$ cat config.mk
export PLATFORM = sky130hd
export DESIGN_NAME = quicksort_engine_top
export DESIGN_NICKNAME = d
export VERILOG_FILES = /design/src/sv/qse_pkg.sv /design/src/sv/qse_ram.sv /design/src/sv/qse_sequencer.sv /design/src/sv/quicksort_engine_top.sv
export VERILOG_INCLUDE_DIRS = /design/src /design/src/sv
export SDC_FILE = /design/constraint.sdc
export NUM_CORES = 2
export LEC_CHECK = 0
export BUFFER_PORTS_ARGS = -buffer_cell sky130_fd_sc_hd__buf_2
export CORE_AREA = 5 5 362 364
export DETAILED_ROUTE_END_ITERATION = 8
export DIE_AREA = 0 0 367 369
export GPL_TIMING_DRIVEN = 0
export PLACE_DENSITY = 0.66
export SLEW_MARGIN = 20
export SYNTH_ARGS = -nofsm -noshare
export SYNTH_HDL_FRONTEND = slang
export SYNTH_SLANG_ARGS = --single-unit
$ cat constraint.sdc
create_clock -name clk -period 5.9 [get_ports clk]
set_input_delay 0.59 -clock clk [delete_from_list [all_inputs] [get_ports clk]]
set_output_delay 0.59 -clock clk [all_outputs]
set_load 0.02 [all_outputs]
$ cat src/sv/quicksort_engine_top_macros.svh
// ----------------------------------------------------------------------------
// Quicksort engine assertion macros
// Concurrent assertion wrappers used by the RTL; empty when SYNTHESIS is set.
// ----------------------------------------------------------------------------
`ifndef QUICKSORT_ENGINE_TOP_MACROS_SVH
`define QUICKSORT_ENGINE_TOP_MACROS_SVH

`ifndef SYNTHESIS
// Checked on every rising edge outside reset.
`define QSE_ASSERT(label, clk, rst, prop, msg) \
  label: assert property (@(posedge clk) disable iff (rst) prop) else $error(msg);
// Checked on every rising edge, reset included.
`define QSE_ASSERT_NR(label, clk, prop, msg) \
  label: assert property (@(posedge clk) prop) else $error(msg);
`else
`define QSE_ASSERT(label, clk, rst, prop, msg)
`define QSE_ASSERT_NR(label, clk, prop, msg)
`endif

`endif

$ cat src/sv/qse_pkg.sv
// ----------------------------------------------------------------------------
// Quicksort engine package
// Sizes, transaction payload types and the request structs between modules.
// ----------------------------------------------------------------------------
`default_nettype none

package qse_pkg;

  localparam int MAX_ITEMS = 32;
  localparam int VALUE_W   = 32;
  localparam int IDX_W     = $clog2(MAX_ITEMS);
  localparam int CNT_W     = $clog2(MAX_ITEMS + 1);
  localparam int STK_W     = 2 * IDX_W;

  typedef struct packed {
    logic signed [VALUE_W-1:0] value;
    logic                      last_item;
  } in_item_t;

  typedef struct packed {
    logic signed [VALUE_W-1:0] sorted_value;
    logic                      last_out;
    logic                      overflow;
  } out_item_t;

  // Element store port request.
  typedef struct packed {
    logic                      we;
    logic [IDX_W-1:0]          waddr;
    logic signed [VALUE_W-1:0] wdata;
    logic [IDX_W-1:0]          raddr;
  } store_req_t;

  // Range stack port request; an entry is {lo, hi}.
  typedef struct packed {
    logic             we;
    logic [IDX_W-1:0] waddr;
    logic [STK_W-1:0] wdata;
    logic [IDX_W-1:0] raddr;
  } stack_req_t;

  typedef struct packed {
    logic      valid;
    out_item_t data;
  } emit_t;

endpackage

`default_nettype wire

$ cat src/sv/qse_ram.sv
// ----------------------------------------------------------------------------
// Generic RAM
// One write port and one read port with registered read data.
// ----------------------------------------------------------------------------
`default_nettype none

module qse_ram #(
  parameter int WIDTH = 32,
  parameter int DEPTH = 32
) (
  input  wire logic                     clk,
  input  wire logic                     we,
  input  wire logic [$clog2(DEPTH)-1:0] waddr,
  input  wire logic [WIDTH-1:0]         wdata,
  input  wire logic [$clog2(DEPTH)-1:0] raddr,
  output logic      [WIDTH-1:0]         rdata
);

  logic [WIDTH-1:0] mem [DEPTH];

  always_ff @(posedge clk) begin
    if (we) begin
      mem[waddr] <= wdata;
    end
    rdata <= mem[raddr];
  end

endmodule

`default_nettype wire

$ cat src/sv/qse_sequencer.sv
// ----------------------------------------------------------------------------
// Quicksort sequencer
// Loads the set, runs Hoare partitioning with one shared comparator over the
// element store, keeps pending ranges on the range stack and emits results.
// ----------------------------------------------------------------------------
`default_nettype none
`include "quicksort_engine_top_macros.svh"

module qse_sequencer (
  input  wire logic                              clk,
  input  wire logic                              rst,
  input  wire logic                              item_valid,
  input  wire qse_pkg::in_item_t                 item,
  output logic                                   item_ready,
  input  wire logic signed [qse_pkg::VALUE_W-1:0] store_rdata,
  input  wire logic [qse_pkg::STK_W-1:0]         stack_rdata,
  input  wire logic                              out_free,
  output qse_pkg::store_req_t                    store_req,
  output qse_pkg::stack_req_t                    stack_req,
  output qse_pkg::emit_t                         emit
);

  import qse_pkg::*;

  typedef enum logic [17:0] {
    ST_LOAD    = 18'h00001,
    ST_INIT    = 18'h00002,
    ST_POP     = 18'h00004,
    ST_POP_WT  = 18'h00008,
    ST_PIVOT   = 18'h00010,
    ST_SI_RD   = 18'h00020,
    ST_SI_CMP  = 18'h00040,
    ST_SJ_RD   = 18'h00080,
    ST_SJ_CMP  = 18'h00100,
    ST_DECIDE  = 18'h00200,
    ST_SWAP_I  = 18'h00400,
    ST_SWAP_J  = 18'h00800,
    ST_FIN_LO  = 18'h01000,
    ST_FIN_J   = 18'h02000,
    ST_PUSH_A  = 18'h04000,
    ST_PUSH_B  = 18'h08000,
    ST_EM_RD   = 18'h10000,
    ST_EM_WAIT = 18'h20000
  } state_t;

  state_t state, state_next;
  logic [CNT_W-1:0] count, count_next;
  logic             ovf, ovf_next;
  logic [CNT_W-1:0] sp, sp_next;
  logic [CNT_W-1:0] lo, lo_next;
  logic [CNT_W-1:0] hi, hi_next;
  logic [CNT_W-1:0] i, i_next;
  logic [CNT_W-1:0] j, j_next;
  logic [CNT_W-1:0] k, k_next;
  logic signed [VALUE_W-1:0] pivot, pivot_next;
  logic signed [VALUE_W-1:0] vi, vi_next;
  logic signed [VALUE_W-1:0] vj, vj_next;

  // Child ranges of the finished partition; the pivot index sits in j.
  logic             left_ok, right_ok, left_big;
  logic [STK_W-1:0] left_ent, right_ent;
  logic [CNT_W-1:0] pop_lo;

  always_comb begin
    left_ok   = (lo + CNT_W'(1)) < j;
    right_ok  = (j + CNT_W'(1)) < hi;
    left_big  = (j - lo) > (hi - j);
    left_ent  = {lo[IDX_W-1:0], j[IDX_W-1:0] - IDX_W'(1)};
    right_ent = {j[IDX_W-1:0] + IDX_W'(1), hi[IDX_W-1:0]};
    pop_lo    = CNT_W'(stack_rdata[STK_W-1:IDX_W]);
  end

  always_comb begin
    state_next = state;
    count_next = count;
    ovf_next   = ovf;
    sp_next    = sp;
    lo_next    = lo;
    hi_next    = hi;
    i_next     = i;
    j_next     = j;
    k_next     = k;
    pivot_next = pivot;
    vi_next    = vi;
    vj_next    = vj;
    store_req  = '0;
    stack_req  = '0;
    emit       = '0;
    item_ready = (state == ST_LOAD);

    unique case (state)
      ST_LOAD: begin
        if (item_valid) begin
          if (count < CNT_W'(MAX_ITEMS)) begin
            store_req.we    = 1'b1;
            store_req.waddr = count[IDX_W-1:0];
            store_req.wdata = item.value;
            count_next      = count + CNT_W'(1);
          end else begin
            ovf_next = 1'b1;
          end
          if (item.last_item) begin
            state_next = ST_INIT;
          end
        end
      end
      ST_INIT: begin
        sp_next = '0;
        if (count > CNT_W'(1)) begin
          stack_req.we    = 1'b1;
          stack_req.waddr = '0;
          stack_req.wdata = {IDX_W'(0), count[IDX_W-1:0] - IDX_W'(1)};
          sp_next         = CNT_W'(1);
        end
        state_next = ST_POP;
      end
      ST_POP: begin
        if (sp == '0) begin
          k_next     = '0;
          state_next = ST_EM_RD;
        end else begin
          stack_req.raddr = sp[IDX_W-1:0] - IDX_W'(1);
          sp_next         = sp - CNT_W'(1);
          state_next      = ST_POP_WT;
        end
      end
      ST_POP_WT: begin
        lo_next         = pop_lo;
        hi_next         = CNT_W'(stack_rdata[IDX_W-1:0]);
        i_next          = pop_lo + CNT_W'(1);
        j_next          = CNT_W'(stack_rdata[IDX_W-1:0]);
        store_req.raddr = stack_rdata[STK_W-1:IDX_W];
        state_next      = ST_PIVOT;
      end
      ST_PIVOT: begin
        pivot_next = store_rdata;
        state_next = ST_SI_RD;
      end
      ST_SI_RD: begin
        if (i <= hi) begin
          store_req.raddr = i[IDX_W-1:0];
          state_next      = ST_SI_CMP;
        end else begin
          state_next = ST_SJ_RD;
        end
      end
      ST_SI_CMP: begin
        if (store_rdata <= pivot) begin
          i_next     = i + CNT_W'(1);
          state_next = ST_SI_RD;
        end else begin
          vi_next    = store_rdata;
          state_next = ST_SJ_RD;
        end
      end
      ST_SJ_RD: begin
        if (j >= lo + CNT_W'(1)) begin
          store_req.raddr = j[IDX_W-1:0];
          state_next      = ST_SJ_CMP;
        end else begin
          state_next = ST_DECIDE;
        end
      end
      ST_SJ_CMP: begin
        if (store_rdata >= pivot) begin
          j_next     = j - CNT_W'(1);
          state_next = ST_SJ_RD;
        end else begin
          vj_next    = store_rdata;
          state_next = ST_DECIDE;
        end
      end
      ST_DECIDE: begin
        state_next = (i < j) ? ST_SWAP_I : ST_FIN_LO;
      end
      ST_SWAP_I: begin
        store_req.we    = 1'b1;
        store_req.waddr = i[IDX_W-1:0];
        store_req.wdata = vj;
        state_next      = ST_SWAP_J;
      end
      ST_SWAP_J: begin
        store_req.we    = 1'b1;
        store_req.waddr = j[IDX_W-1:0];
        store_req.wdata = vi;
        state_next      = ST_SI_RD;
      end
      ST_FIN_LO: begin
        // The pivot slot is never written during the scans, so when j fell
        // back to lo the element there is still the pivot itself.
        store_req.we    = 1'b1;
        store_req.waddr = lo[IDX_W-1:0];
        store_req.wdata = (j == lo) ? pivot : vj;
        state_next      = ST_FIN_J;
      end
      ST_FIN_J: begin
        store_req.we    = 1'b1;
        store_req.waddr = j[IDX_W-1:0];
        store_req.wdata = pivot;
        state_next      = ST_PUSH_A;
      end
      ST_PUSH_A: begin
        // The larger part goes on first so that the smaller one runs next.
        if ((left_big ? left_ok : right_ok) && sp < CNT_W'(MAX_ITEMS)) begin
          stack_req.we    = 1'b1;
          stack_req.waddr = sp[IDX_W-1:0];
          stack_req.wdata = left_big ? left_ent : right_ent;
          sp_next         = sp + CNT_W'(1);
        end
        state_next = ST_PUSH_B;
      end
      ST_PUSH_B: begin
        if ((left_big ? right_ok : left_ok) && sp < CNT_W'(MAX_ITEMS)) begin
          stack_req.we    = 1'b1;
          stack_req.waddr = sp[IDX_W-1:0];
          stack_req.wdata = left_big ? right_ent : left_ent;
          sp_next         = sp + CNT_W'(1);
        end
        state_next = ST_POP;
      end
      ST_EM_RD: begin
        store_req.raddr = k[IDX_W-1:0];
        state_next      = ST_EM_WAIT;
      end
      ST_EM_WAIT: begin
        store_req.raddr = k[IDX_W-1:0];
        if (out_free) begin
          emit.valid             = 1'b1;
          emit.data.sorted_value = store_rdata;
          emit.data.last_out     = (k == count - CNT_W'(1));
          emit.data.overflow     = ovf;
          if (k == count - CNT_W'(1)) begin
            count_next = '0;
            ovf_next   = 1'b0;
            state_next = ST_LOAD;
          end else begin
            k_next     = k + CNT_W'(1);
            state_next = ST_EM_RD;
          end
        end
      end
      default: begin
        state_next = ST_LOAD;
      end
    endcase
  end

  always_ff @(posedge clk) begin
    if (rst) begin
      state <= ST_LOAD;
      count <= '0;
      ovf   <= 1'b0;
      sp    <= '0;
    end else begin
      state <= state_next;
      count <= count_next;
      ovf   <= ovf_next;
      sp    <= sp_next;
    end
  end

  always_ff @(posedge clk) begin
    lo    <= lo_next;
    hi    <= hi_next;
    i     <= i_next;
    j     <= j_next;
    k     <= k_next;
    pivot <= pivot_next;
    vi    <= vi_next;
    vj    <= vj_next;
  end

  `QSE_ASSERT(a_sp_bound, clk, rst, sp <= CNT_W'(MAX_ITEMS), "range stack overran")
  `QSE_ASSERT(a_scan_i_bound, clk, rst, (state == ST_SI_RD) |-> (i <= hi + CNT_W'(1)), "i scan")
  `QSE_ASSERT(a_scan_j_bound, clk, rst, (state == ST_SJ_RD) |-> (j >= lo), "j scan below range")
  `QSE_ASSERT(a_emit_free, clk, rst, emit.valid |-> out_free && (state == ST_EM_WAIT), "emit")
  `QSE_ASSERT(a_ovf_set, clk, rst, (item_valid && item_ready && (count == CNT_W'(MAX_ITEMS))) |=> ovf, "ovf")
  `QSE_ASSERT_NR(a_reset_state, clk, rst |=> (state == ST_LOAD) && (count == '0) && !ovf, "reset")

endmodule

`default_nettype wire

$ cat src/sv/quicksort_engine_top.sv
// ----------------------------------------------------------------------------
// Quicksort engine
// Collects a set of signed 32-bit elements, sorts it ascending by quicksort
// and streams the sorted elements out with the final one marked.
// ----------------------------------------------------------------------------
//
//   Channel   Ports                               Carries
//   -------   ---------------------------------   ---------------------------
//   input     item_valid, item_ready, item        value, last_item
//   output    result_valid, result_ready, result  sorted_value, last_out,
//                                                  overflow
//
// Loading accepts one input transaction per cycle. After the transaction
// that carries last_item, sorting runs on one comparator over the element
// store, whose single read port serves one read at a time: each compare
// first reads its element, and each swap writes its two elements in turn.
// Emitting each result takes a store read followed by the hand-off into
// the output register. Reset is synchronous and returns
// the block to loading with an empty set and a clear overflow flag. A stall
// on the output holds the sequencer, while a waiting result does not keep
// the next set from loading.
// ----------------------------------------------------------------------------
`default_nettype none

module quicksort_engine_top (
  input  wire logic               clk,
  input  wire logic               rst,
  input  wire logic               item_valid,
  output logic                    item_ready,
  input  wire qse_pkg::in_item_t  item,
  output logic                    result_valid,
  input  wire logic               result_ready,
  output qse_pkg::out_item_t      result
);

  import qse_pkg::*;

  store_req_t store_req;
  stack_req_t stack_req;
  emit_t      emit;

  logic [VALUE_W-1:0] store_rdata;
  logic [STK_W-1:0]   stack_rdata;
  logic               out_free;

  // Element store: the set being sorted, sorted in place.
  qse_ram #(
    .WIDTH (VALUE_W),
    .DEPTH (MAX_ITEMS)
  ) u_store (
    .clk   (clk),
    .we    (store_req.we),
    .waddr (store_req.waddr),
    .wdata (store_req.wdata),
    .raddr (store_req.raddr),
    .rdata (store_rdata)
  );

  // Range stack: pending {lo, hi} index pairs still to be partitioned.
  qse_ram #(
    .WIDTH (STK_W),
    .DEPTH (MAX_ITEMS)
  ) u_stack (
    .clk   (clk),
    .we    (stack_req.we),
    .waddr (stack_req.waddr),
    .wdata (stack_req.wdata),
    .raddr (stack_req.raddr),
    .rdata (stack_rdata)
  );

  qse_sequencer u_seq (
    .clk         (clk),
    .rst         (rst),
    .item_valid  (item_valid),
    .item        (item),
    .item_ready  (item_ready),
    .store_rdata (store_rdata),
    .stack_rdata (stack_rdata),
    .out_free    (out_free),
    .store_req   (store_req),
    .stack_req   (stack_req),
    .emit        (emit)
  );

  // Output register: it takes a new result whenever it is empty or its
  // current transaction completes in this cycle.
  assign out_free = !result_valid || result_ready;

  always_ff @(posedge clk) begin
    if (rst) begin
      result_valid <= 1'b0;
    end else if (out_free) begin
      result_valid <= emit.valid;
    end
  end

  always_ff @(posedge clk) begin
    if (out_free && emit.valid) begin
      result <= emit.data;
    end
  end

endmodule

`default_nettype wire

==> results by group <==
Cells and area
  – Fillcell total: 9568
  – # diodes: 0
  – Area of the multi-input gates: between 15000 and 20000 um2
  – Sequential standard cell area: 46600 um2
  – Share of layout cells above drive strength 1: 0.146
  – Nets: approximately 4700
  – Area Growth Syn to Fin: 14.4%

STA
  – Final setup violation count: 0
  – Minimum clock period: approximately 5.9 ns
  – Actual slew at the worst max-slew pin: 1.20 ns
  – Final hold violation count: 0
  – Worst clock skew: ~0.03 ns
  – RSZ-0062 raised after global routing: yes
  – Crit share post-route: 0.993
  – Relative slew slack: 0.201
  – Final Max Slew Viols: 0
  – Hold_ws: roughly 0.14 ns
  – Peak Freq: 171 MHz

Die
  – Num ports: 73
  – Starting Density: 0.508
  – Die span in x: between 300 and 400 um
  – Core Region: 127000 um2
  – Vert. Die Dim: about 370 um
  – # rows: ~130
  – Die Footprint: 135000 um2

GRT
  – Antenna violations before repair: 8
  – Grt peak-use layer: met2
  – All-Layer GR Usage: 0.268
  – Vias in the first global route: 38300
  – First-pass GRT wire length: between 200000 and 300000 um
  – Met3 usage: 0.0742
  – Met1 Usage GRT: 0.376
  – GRT met2 Usage: 0.409
  – Largest net degree at the start of global routing: 34
  – Grt total ovfl: 0

Pwr
  – Internal Power: 19.0 mW
  – Maximum vdd drop: between 200 and 300 uV
  – Seq pwr share: 0.527
  – Clock share of power: 0.395
  – Switching share of power: 0.237
  – Final Power: 24.9 mW
  – Switching pwr: 5.89 mW
  – Power Density: approximately 340 nW/um2
  – Lkg Pwr: 25.1 nW
  – Comb power frac: 0.078

Yosys
  – Post-synthesis sequential area ratio: 0.722
  – Mapped Area: approximately 65000 um2
  – Avg Cell Area, Syn: approximately 15 um2
  – Synth unique cells: 90
  – Number of synthesized register bits: around 1600
  – EDFF count, synth: 1502
  – Top_reg_cell synth: edfxtp_1
  – Post-synth ARST share: 0
  – Syn Nets: about 4500
  – YS warnings: 0
  – Synth Instances: ~4300

Clock tree
  – H-tree levels: 4
  – Worst-Skew Late Latency: around 0.80 ns
  – CTS tree: built
  – Reg clk slew, reported paths: about 0.06 ns
  – Longest Clk Path Bufs: 3
  – CTS root buf: clkbuf_16
  – Hold Buf Count CTS: 0
  – CTS Buf Count: between 150 and 200
  – CTS Sinks: 1576

Critical path
  – Worst r2r dst: u_store.rdata[4]
  – Crit. End Element: flop
  – Worst setup path class: flop to flop
  – Reg2Reg Depth: 16
  – Reg-to-reg slack, setup: approximately 0.042 ns
  – Worst setup startpoint: u_seq.lo[1]
  – Element type at the critical path start: flop
  – WP data required: ~6.5 ns
  – Critical Path End: u_store.rdata[4]
  – Worst r2r src: u_seq.lo[1]
  – WP data arrival: between 6 and 7 ns
  – Worst Path Max Fanout: 10

Detailed routing
  – 1st-pass router iterations: 9
  – DRC: 2
  – Final ANT Viol Nets: 0
  – 1st-iter DRT viols: 5788
  – Vias post-DR: 39800
  – Drt wl/cell: approximately 29 um
  – WL final: roughly 180000 um
  – Via density: around 6.2

Outcome
  – Status: finished with violations
  – Violated checks: design-rule violations

Placed design
  – Final HPWL DP: 127000 um
  – GPL Wtd Cong: a little over 0.9
  – IO buf count: between 70 and 80

Min path
  – WHS Path Cells: 3
  – Hold Startpoint: item_valid
  – Min-delay worst type: input pin to flop

Job
  – Max Cap Viol: 0
==> layer usage <==
layer  vias to the layer above  share of wire
met4                        10          0.032
met3                       355           0.12
met5                         -        0.00031
met1                     20000           0.40
li1                      17100              -
met2                      2270           0.45
==> sequential cells by signal, indices dropped and copies added, names as in the netlist, 10 cells and up <==
name / cells
result: 34
u_seq.pivot: 32
u_seq.state: 18
u_seq.vi: 32
u_seq.vj: 32
u_stack.mem: 320
u_stack.rdata: 10
u_store.mem: 1024
u_store.rdata: 32
==> power groups by stage <==
stage               registers (mW)  clock network, mW  logic (mW)
finish                        13.1               9.82        1.94
global route                  13.1               10.4        2.03
CTS                           13.1               9.86        1.86
detailed placement            13.4                  0        1.85
global placement              13.4                  0        1.68
floorplan                     13.2                  0       0.890
==> cells by family (layout without fill, tap and decap cells) <==
| logic type | count (synthesis) | count (layout) | share of synthesized area |
|---|---|---|---|
| adders and majority gates | 86 | 86 | 0.0170 |
| and+or+nand+nor | 1270 | 1270 | 0.0880 |
| AOI/OAI and AO/OA | 596 | 596 | 0.0656 |
| DFF | 1576 | 1576 | 0.722 |
| buffers and inverters | 300 | 712 | 0.0221 |
| muxes | 457 | 457 | 0.0790 |
| xor gates and xnor gates | 48 | 48 | 0.00651 |
==> worst min-delay path by stage <==
stage,endpoint
CTS,u_seq.ovf
finish,u_seq.ovf
detailed placement,u_seq.hi[0]
global placement,u_seq.hi[4]
global route,u_seq.ovf
floorplan,u_seq.hi[2]
==> cell type report <==
class	instances	area share
flip-flops and latches	1576	0.631
inverters	71	0.00361
well taps	1662	0.0281
clock inverters	81	0.0107
multi-input cells	2457	0.233
clock buffers	206	0.0571
plain buffers	229	0.0161
repair buffers	125	0.0212
==> synthesized netlist by cell type, types with 32 or more instances <==
cell / instances / share of area
edfxtp_1: 1502 / 0.70
nand2_1: 633 / 0.037
mux2i_1: 395 / 0.061
nor2_1: 250 / 0.015
nand3_1: 170 / 0.013
a21oi_1: 129 / 0.010
clkbuf_1: 111 / 0.0065
o21ai_0: 96 / 0.0074
ha_1: 83 / 0.016
dfxtp_1: 74 / 0.023
inv_1: 71 / 0.0041
buf_2: 62 / 0.0048
a222oi_1: 44 / 0.0068
a31oi_1: 44 / 0.0043
and2_1: 40 / 0.0039
mux4_2: 40 / 0.014
a22oi_1: 34 / 0.0040
a221oi_1: 32 / 0.0043
buf_4: 32 / 0.0037
==> timing repair <==
action                     CTS  global route
setup endpoints to repair  193           368
setup buffers                0             0
resized for setup           21            42
==> metrics by stage <==
stage	setup TNS (ns)	area, um2	setup slack [ns]	util	cells
3_3_place_gp	-1892.62	67000	-2.13	0.527	6066
6_report	0	73900	0.0417	0.582	6407
3_5_place_dp	-18.96	68600	-0.707	0.540	6119
4_1_cts	-1.06	73700	-0.0365	0.580	6406
2_1_floorplan	0	64600	0.902	-	4333
5_1_grt	-3.51	73900	-0.109	0.582	6407
==> worst max-delay path, cell delays in order, from the launching register on <==
cell,delay (ns)
edfxtp_1,0.52
nand3_1,0.16
or3_1,0.33
ha_1,0.31
a21oi_1,0.14
o21ai_0,0.15
o21ba_2,0.29
clkbuf_1,0.40
o21ai_1,0.30
a21oi_2,0.51
clkbuf_1,0.47
clkbuf_2,0.45
clkbuf_1,0.56
nand2_1,0.12
nand3_1,0.11
a41oi_1,0.12
nor4_1,0.72
==> cells in the final DEF (no fill, tap or decap), types with 90 or more instances in the layout <==
master     synthesis  routed
o21ai_0           96      90
nand2_1          633     601
mux2i_1          395     395
a21oi_1          129     125
nor2_1           250     190
edfxtp_1        1502    1502
clkbuf_16          0     161
buf_2             62     135
nand3_1          170     169
clkbuf_1         111     136
No activity file was read; power rests on OpenSTA's default activity.
